### src/rtl/fatm_pkg.sv
`timescale 1ns / 1ps
// ----------------------------------------------------------------------------
// Alarm timer package
// Action codes, field widths and the command struct passed to the alarm bank.
// ----------------------------------------------------------------------------
package fatm_pkg;

   localparam int unsigned ACTION_W   = 4;
   localparam int unsigned UNIT_W     = 2;
   localparam int unsigned CHAN_W     = 3;
   localparam int unsigned VALUE_W    = 32;
   localparam int unsigned MASK_W     = 4;
   localparam int unsigned REQ_DATA_W = 48;
   localparam int unsigned RSP_DATA_W = 40;

   typedef enum logic [ACTION_W-1:0] {
      ACT_TICK    = 4'd0,
      ACT_INIT    = 4'd1,
      ACT_SET_REL = 4'd2,
      ACT_SET_ABS = 4'd3,
      ACT_SET_PER = 4'd4,
      ACT_CLEAR   = 4'd5,
      ACT_READ    = 4'd6,
      ACT_START   = 4'd7,
      ACT_STOP    = 4'd8
   } action_type;

   typedef enum logic {
      CSR_RESET_ON_MATCH = 1'b0,
      CSR_RESET_ON_SET   = 1'b1
   } csr_index_type;

   typedef struct packed {
      logic               tick;
      logic [VALUE_W-1:0] now;
      logic               reset_on_match;
      logic               init;
      logic               set;
      logic               clear;
      logic [CHAN_W-1:0]  channel;
      logic [VALUE_W-1:0] set_time;
      logic [VALUE_W-1:0] set_period;
   } bank_cmd_type;

endpackage

### src/rtl/four_channel_alarm_timer_core.sv
`timescale 1ns / 1ps
// ----------------------------------------------------------------------------
// Four-channel alarm timer core
// 64-bit tick counter, stepped by running ticks, with compare alarm channels.
//
// Each request word carries one action: tick, init, set relative, set
// absolute, set periodic, clear, read, start or stop. Every request word
// produces exactly one response word with the fired mask, the read value
// and an index error status.
// The action is carried out in the cycle the request word is accepted: the
// counter, run flag and alarm registers update at that edge and the response
// is loaded into the output register, which presents it in the next cycle.
// Throughput is one word per cycle while the response receiver keeps up.
// When the response receiver stalls, the output register holds its word and
// one new request is still accepted in the cycle the held word is taken.
// Reset leaves the counter at zero, paused, with all channels disarmed and
// both control registers cleared. The control registers are to be written
// through the csr port only while no request is in flight; that is the
// user's duty, and the block itself does not enforce it.
// ----------------------------------------------------------------------------
module four_channel_alarm_timer_core
   import fatm_pkg::*;
#(
   parameter int unsigned CHANNELS = 4,
   parameter int unsigned UNITS    = 1
) (
   input  logic                  clock,
   input  logic                  reset,
   input  logic                  req_tvalid,
   output logic                  req_tready,
   // Fields from bit 0: action[3:0], unit[5:4], channel[8:6], value[40:9].
   input  logic [REQ_DATA_W-1:0] req_tdata,
   output logic                  rsp_tvalid,
   input  logic                  rsp_tready,
   // Fields from bit 0: fired_mask[3:0], read_value[35:4], status[36].
   output logic [RSP_DATA_W-1:0] rsp_tdata,
   input  logic                  csr_we,
   input  logic                  csr_index,
   input  logic                  csr_wdata
);

   logic [63:0]           count_ff;
   logic [63:0]           count_in;
   logic [63:0]           count_inc;
   logic [63:0]           count_step;
   logic                  match_clear;
   logic                  running_ff;
   logic                  running_in;
   logic                  rom_ff;
   logic                  ros_ff;
   logic                  rsp_valid_ff;
   logic [RSP_DATA_W-1:0] rsp_data_ff;
   logic [RSP_DATA_W-1:0] rsp_data_in;

   logic                  accept;
   action_type            action;
   logic [UNIT_W-1:0]     unit;
   logic [CHAN_W-1:0]     channel;
   logic [VALUE_W-1:0]    value;
   logic                  unit_ok;
   logic                  chan_ok;
   logic                  err;
   logic [VALUE_W-1:0]    low;
   logic [VALUE_W-1:0]    set_base;
   logic [MASK_W-1:0]     fired_mask;
   logic [VALUE_W-1:0]    read_value;
   logic [CHANNELS-1:0]   fired;
   bank_cmd_type          cmd;

   assign accept     = req_tvalid && req_tready;
   assign req_tready = !rsp_valid_ff || rsp_tready;
   assign rsp_tvalid = rsp_valid_ff;
   assign rsp_tdata  = rsp_data_ff;

   assign action  = action_type'(req_tdata[3:0]);
   assign unit    = req_tdata[5:4];
   assign channel = req_tdata[8:6];
   assign value   = req_tdata[40:9];

   assign unit_ok   = {1'b0, unit} < 3'(UNITS);
   assign chan_ok   = {1'b0, channel} < 4'(CHANNELS);
   assign low       = count_ff[VALUE_W-1:0];
   assign count_inc = count_ff + 64'd1;
   assign set_base  = ((action == ACT_SET_PER) && ros_ff) ? '0 : low;

   always_comb begin
      cmd            = '0;
      cmd.now        = count_inc[VALUE_W-1:0];
      cmd.reset_on_match = rom_ff;
      cmd.channel    = channel;
      cmd.set_time   = (action == ACT_SET_ABS) ? value : set_base + value;
      cmd.set_period = (action == ACT_SET_PER) ? value : '0;
      count_step     = count_ff;
      running_in     = running_ff;
      err            = 1'b0;
      read_value     = '0;

      unique case (action)
         ACT_TICK: begin
            if (accept && running_ff) begin
               cmd.tick   = 1'b1;
               count_step = count_inc;
            end
         end
         ACT_INIT: begin
            err = !unit_ok;
            if (accept && !err) begin
               cmd.init   = 1'b1;
               count_step = '0;
               running_in = 1'b1;
            end
         end
         ACT_SET_REL, ACT_SET_ABS, ACT_SET_PER: begin
            err = !unit_ok || !chan_ok;
            if (accept && !err) begin
               cmd.set = 1'b1;
               if (action == ACT_SET_ABS || (action == ACT_SET_PER && ros_ff)) begin
                  count_step = '0;
               end
               if (action != ACT_SET_REL) begin
                  running_in = 1'b1;
               end
            end
         end
         ACT_CLEAR: begin
            err = !unit_ok || !chan_ok;
            cmd.clear = accept && !err;
         end
         ACT_READ: begin
            err = !unit_ok;
            if (!err) begin
               read_value = low;
            end
         end
         ACT_START: begin
            err = !unit_ok;
            if (accept && !err) begin
               running_in = 1'b1;
            end
         end
         ACT_STOP: begin
            err = !unit_ok;
            if (accept && !err) begin
               running_in = 1'b0;
            end
         end
         default: begin
            err = 1'b0;
         end
      endcase
   end

   assign match_clear = (|fired) && rom_ff;
   assign count_in    = match_clear ? '0 : count_step;
   assign fired_mask  = MASK_W'(fired);
   assign rsp_data_in = {3'b000, err, read_value, fired_mask};

   fatm_alarm_bank #(
      .CHANNELS (CHANNELS)
   ) u_bank (
      .clock (clock),
      .reset (reset),
      .cmd   (cmd),
      .fired (fired)
   );

   always_ff @(posedge clock) begin
      if (reset) begin
         count_ff     <= '0;
         running_ff   <= 1'b0;
         rom_ff       <= 1'b0;
         ros_ff       <= 1'b0;
         rsp_valid_ff <= 1'b0;
      end else begin
         count_ff   <= count_in;
         running_ff <= running_in;
         if (csr_we) begin
            unique case (csr_index_type'(csr_index))
               CSR_RESET_ON_MATCH: rom_ff <= csr_wdata;
               CSR_RESET_ON_SET:   ros_ff <= csr_wdata;
            endcase
         end
         if (accept) begin
            rsp_valid_ff <= 1'b1;
         end else if (rsp_tready) begin
            rsp_valid_ff <= 1'b0;
         end
      end
   end

   always_ff @(posedge clock) begin
      if (accept) begin
         rsp_data_ff <= rsp_data_in;
      end
   end

   // A paused tick leaves the counter untouched.
   assert property (@(posedge clock) disable iff (reset)
      accept && action == ACT_TICK && !running_ff |=> count_ff == $past(count_ff))
      else $error("paused tick changed the counter");

   // A valid stop always leaves the timer paused.
   assert property (@(posedge clock) disable iff (reset)
      accept && action == ACT_STOP && unit_ok |=> !running_ff)
      else $error("stop did not pause the timer");

   // A valid init clears the counter and starts the timer.
   assert property (@(posedge clock) disable iff (reset)
      accept && action == ACT_INIT && unit_ok |=> count_ff == '0 && running_ff)
      else $error("init did not clear and start the timer");

   // An empty output register never blocks the request side.
   assert property (@(posedge clock) disable iff (reset)
      !rsp_valid_ff |-> req_tready)
      else $error("request stalled with empty output register");

   // Only a tick word reports fired channels.
   assert property (@(posedge clock) disable iff (reset)
      accept && action != ACT_TICK |=> rsp_data_ff[MASK_W-1:0] == '0)
      else $error("fired mask on a non-tick word");

endmodule

### src/rtl/fatm_alarm_bank.sv
`timescale 1ns / 1ps
// ----------------------------------------------------------------------------
// Alarm bank
// Holds the alarm time, armed flag and period of every channel, compares
// them against the counter on a tick and re-arms or disarms fired channels.
// ----------------------------------------------------------------------------
module fatm_alarm_bank
   import fatm_pkg::*;
#(
   parameter int unsigned CHANNELS = 4
) (
   input  logic                clock,
   input  logic                reset,
   input  bank_cmd_type        cmd,
   output logic [CHANNELS-1:0] fired
);

   logic [VALUE_W-1:0]  alarm_ff  [CHANNELS];
   logic [VALUE_W-1:0]  alarm_in  [CHANNELS];
   logic [VALUE_W-1:0]  period_ff [CHANNELS];
   logic [VALUE_W-1:0]  period_in [CHANNELS];
   logic [CHANNELS-1:0] armed_ff;
   logic [CHANNELS-1:0] armed_in;
   logic [VALUE_W-1:0]  rearm_base;

   always_comb begin
      for (int c = 0; c < CHANNELS; c++) begin
         fired[c] = cmd.tick && armed_ff[c] && (alarm_ff[c] == cmd.now);
      end
      rearm_base = ((|fired) && cmd.reset_on_match) ? '0 : cmd.now;

      for (int c = 0; c < CHANNELS; c++) begin
         alarm_in[c]  = alarm_ff[c];
         period_in[c] = period_ff[c];
         armed_in[c]  = armed_ff[c];
         if (fired[c]) begin
            if (period_ff[c] != '0) begin
               alarm_in[c] = rearm_base + period_ff[c];
               armed_in[c] = 1'b1;
            end else begin
               armed_in[c] = 1'b0;
            end
         end
         if (cmd.init) begin
            alarm_in[c] = '0;
            armed_in[c] = 1'b0;
         end
         if (cmd.set && (cmd.channel == CHAN_W'(c))) begin
            alarm_in[c]  = cmd.set_time;
            period_in[c] = cmd.set_period;
            armed_in[c]  = 1'b1;
         end
         if (cmd.clear && (cmd.channel == CHAN_W'(c))) begin
            period_in[c] = '0;
            armed_in[c]  = 1'b0;
         end
      end
   end

   always_ff @(posedge clock) begin
      if (reset) begin
         armed_ff <= '0;
         for (int c = 0; c < CHANNELS; c++) begin
            alarm_ff[c]  <= '0;
            period_ff[c] <= '0;
         end
      end else begin
         armed_ff <= armed_in;
         for (int c = 0; c < CHANNELS; c++) begin
            alarm_ff[c]  <= alarm_in[c];
            period_ff[c] <= period_in[c];
         end
      end
   end

endmodule

### config.mk
export PLATFORM = sky130hd
export DESIGN_NAME = four_channel_alarm_timer_core
export DESIGN_NICKNAME = d
export VERILOG_FILES = /design/src/rtl/fatm_pkg.sv /design/src/rtl/four_channel_alarm_timer_core.sv /design/src/rtl/fatm_alarm_bank.sv
export SDC_FILE = /design/constraint.sdc
export NUM_CORES = 1
export LEC_CHECK = 0
export BUFFER_PORTS_ARGS = -buffer_cell sky130_fd_sc_hd__buf_2
export CAP_MARGIN = 10
export CORE_MARGIN = 2
export CORE_UTILIZATION = 45
export DETAILED_ROUTE_END_ITERATION = 10
export SYNTH_ARGS = -nofsm -noshare
export SYNTH_HDL_FRONTEND = slang
export SYNTH_HIERARCHICAL = 1
export SYNTH_SLANG_ARGS = --single-unit
### constraint.sdc
create_clock -name clock -period 12.8 [get_ports clock]
set_input_delay 2.56 -clock clock [delete_from_list [all_inputs] [get_ports clock]]
set_output_delay 2.56 -clock clock [all_outputs]
set_load 0.02 [all_outputs]
==> results.json <==
{
  "drc": 0,
  "post-route-period-util_pct": 80.2,
  "first_iter_violations": 2858,
  "tns_ns": 0,
  "grt_pass1_wl_um": 163000,
  "synth_seq_cells": 333,
  "clk_latency_ns": 0.60,
  "ys_types": 121,
  "ant_nets": 0,
  "initial_core_util_pct": 45.4,
  "final.min_clock_period_ns": 10.26,
  "pre_cts_slack_ns": 2.12,
  "gp_congestion": 1.03,
  "fp.dieArea_mm2": 0.0599,
  "grt_pass1_vias": 24800,
  "num_vias": 26600,
  "io_buffer_count": 86,
  "status": "finished clean",
  "cp-start-kind": "input port",
  "clock-sinks": 333,
  "core_mm2": 0.0575,
  "ctsHoldBuffers": 0,
  "critPathBufInv": 4,
  "ys_seq_area_share_pct": 27.0,
  "finalHoldViolations": 0,
  "cap_violations": 0,
  "layout_setup_ws_ns": 2.54,
  "die_y_um": 245,
  "crit_slowest_cell": "nor4_2",
  "worst_pin_slew_ns": 1.22,
  "numCtsBuffers": 42,
  "fin_util_pct": 49.6,
  "crit_type": "input port to flip-flop",
  "critical_path.top_delay_family": "simple AND/OR/NAND/NOR gates",
  "firstDrtPassIters": 6,
  "hold_class": "flip-flop to flip-flop",
  "grt_start_max_net_pins": 76,
  "place_inst": 4086,
  "clock_path_buffers": 3,
  "htreeDepth": 2,
  "cts_tree": "built",
  "crit_fanout": 41,
  "cts_root_buf": "clkbuf_16",
  "pin_count": 97,
  "dp.final_hpwl_um": 87700,
  "path_clk_slew_ns": 0.06,
  "viasPerCell": 6.38,
  "final_cells": 4165,
  "setup_viol": 0,
  "fillers": 5734,
  "area_growth_pct": 9.21,
  "critPathArrivalTime_ns": 10.71,
  "totalWireLength_um": 113000,
  "p_per_area_mw_per_mm2": 88.0,
  "irDropWorstVdd_mv": 0.0881,
  "die_x_um": 245,
  "max_stage_delay_ns": 0.81,
  "row_count": 88,
  "cpMostUsedCell": "maj3_1",
  "multi_input_area_mm2": 0.0179,
  "finalPower_w": 0.00251,
  "drive_above_1_share_pct": 9.21,
  "synthFlopType": "dfxtp_1",
  "ctsResizeCount": 0,
  "skew_ns": 0.0271,
  "grtUsageTotal_pct": 36.7,
  "async_reset_ff_share_pct": 0,
  "slew-limit-headroom_pct": 17.7,
  "fmax_mhz": 97.5,
  "slew_violations": 0,
  "detail_route.wl_per_cell_um": 27.1,
  "rsz0062_at_grt": "false",
  "antenna_found_initial": 1,
  "layout.nets": 3553,
  "syn_inst": 3419,
  "synth-edff-count": 37,
  "synth.avg_cell_area_um2": 7.63,
  "yosys_warnings": 6,
  "overflow": 0,
  "syn_area_mm2": 0.0261,
  "leakage_nw": 12.1,
  "crit_path_end_kind": "flip-flop",
  "post_cts_buffers": 0,
  "seqCellArea_mm2": 0.00704,
  "required_ns": 13.25
}
[sequential cells by signal, indices dropped and copies added, names as in the netlist]
signal	count
count_ff	32
running_ff	1
rsp_tdata	37
ros_ff	1
rsp_tvalid	1
u_bank/period_ff	128
rom_ff	1
u_bank/armed_ff	4
u_bank/alarm_ff	128
[metrics by stage]
stage	instance area [µm²]	hold WS (ns)
after floorplan	26100	0.448
after global placement	27000	0.464
after detailed placement	27000	0.466
after CTS	28500	0.476
after global routing	28500	0.496
final	28500	0.478
[synthesized netlist by cell type, types with 12 or more instances]
cell      instances  share of area, %
a211oi_1         56               1.6
a21oi_1         369               7.1
nor3_1           86               1.6
nand3_1          58               1.1
o211ai_1         15              0.43
inv_1            48              0.69
o21ai_1          13              0.25
a221oi_1         42               1.4
a21o_1           80               2.3
o21bai_1         13              0.37
nand2_1         447               6.4
o31ai_1          15              0.43
o21ai_0         113               2.2
mux2i_1          15              0.58
buf_4            12              0.35
nand2b_1         34              0.82
nand4_1          48               1.2
clkbuf_1        184               2.6
xnor2_1         121               4.1
a22oi_1          43               1.2
nor2_1          274               3.9
or3_1            19              0.46
and2_1          111               2.7
edfxtp_1         37               4.3
a222oi_1         13              0.50
a31oi_1          41              0.98
and3_1           40              0.96
nor2b_1          58               1.4
buf_2            35              0.67
maj3_1           26               1.0
nor4_1           81               1.9
xor2_1          191               6.4
ha_1            132               6.3
dfxtp_1         296                23
nor3b_1          14              0.40
[power breakdown]
group / internal [W] / switching (W) / total, W
combinational: 0.0000373 / 0.000110 / 0.000147
sequential: 0.00106 / 0.00000505 / 0.00107
clock: 0.000767 / 0.000524 / 0.00129
[logic make-up after synthesis]
| logic type | after synthesis | share of synthesized area [%] |
|---|---|---|
| other cells | 1 | 0.0144 |
| compound gates | 952 | 24.0 |
| simple gates | 1345 | 25.6 |
| xor+xnor | 312 | 10.5 |
| fa+ha+maj | 161 | 7.49 |
| buf+inv | 299 | 4.87 |
| mux | 16 | 0.619 |
| flops | 333 | 27.0 |
[path summary, 6_finish.rpt]
kind	endpoint	slack (ns)	cells past startpoint	startpoint
max	u_bank/alarm_ff[0][27]	2.54	29	rsp_tready
min reg2reg	u_bank/period_ff[2][19]	0.48	2	u_bank/period_ff[2][19]
max reg2reg	u_bank/alarm_ff[0][27]	3.42	27	count_ff[1]
min	u_bank/period_ff[2][19]	0.48	2	u_bank/period_ff[2][19]
[cell type report]
class / instances / share of cell area [%]
diodes: 1 / 0.00878
clock inverters: 18 / 0.839
multi-input cells: 2789 / 62.8
inverters: 49 / 0.646
flip-flops and latches: 333 / 24.7
repair buffers: 150 / 3.23
clock buffers: 60 / 4.39
well taps: 765 / 3.36
[layout by cell type (no fill, tap or decap), types with 15 or more instances in the layout]
| cell | count |
|---|---|
| nand2_1 | 446 |
| a21oi_1 | 369 |
| dfxtp_1 | 296 |
| nor2_1 | 270 |
| xor2_1 | 188 |
| ha_1 | 132 |
| xnor2_1 | 120 |
| o21ai_0 | 113 |
| and2_1 | 109 |
| buf_2 | 85 |
| nor3_1 | 83 |
| a21o_1 | 80 |
| nor4_1 | 79 |
| buf_4 | 64 |
| nand3_1 | 58 |
| nor2b_1 | 57 |
| a211oi_1 | 56 |
| nand4_1 | 48 |
| inv_1 | 48 |
| clkbuf_16 | 44 |
| a22oi_1 | 43 |
| a221oi_1 | 42 |
| a31oi_1 | 41 |
| and3_1 | 39 |
| edfxtp_1 | 37 |
| nand2b_1 | 34 |
| maj3_1 | 26 |
| or3_1 | 19 |
| o211ai_1 | 15 |
| o31ai_1 | 15 |
| mux2i_1 | 15 |
[layer usage]
metal,track usage (%),vias to the layer above,share of wire [%]
met2,58.0,1362,44
li1,-,12200,-
met5,0,-,0
met4,13.5,0,4.1
met1,49.4,12800,42
met3,7.42,210,9.6
[worst min-delay path: cells and delay by family (launching register included)]
kind	cells	cell delay, ns
AOI/OAI and AO/OA	1	0.05
and+or+nand+nor	1	0.06
DFF	1	0.32
No activity file was read; power rests on OpenSTA's default activity.
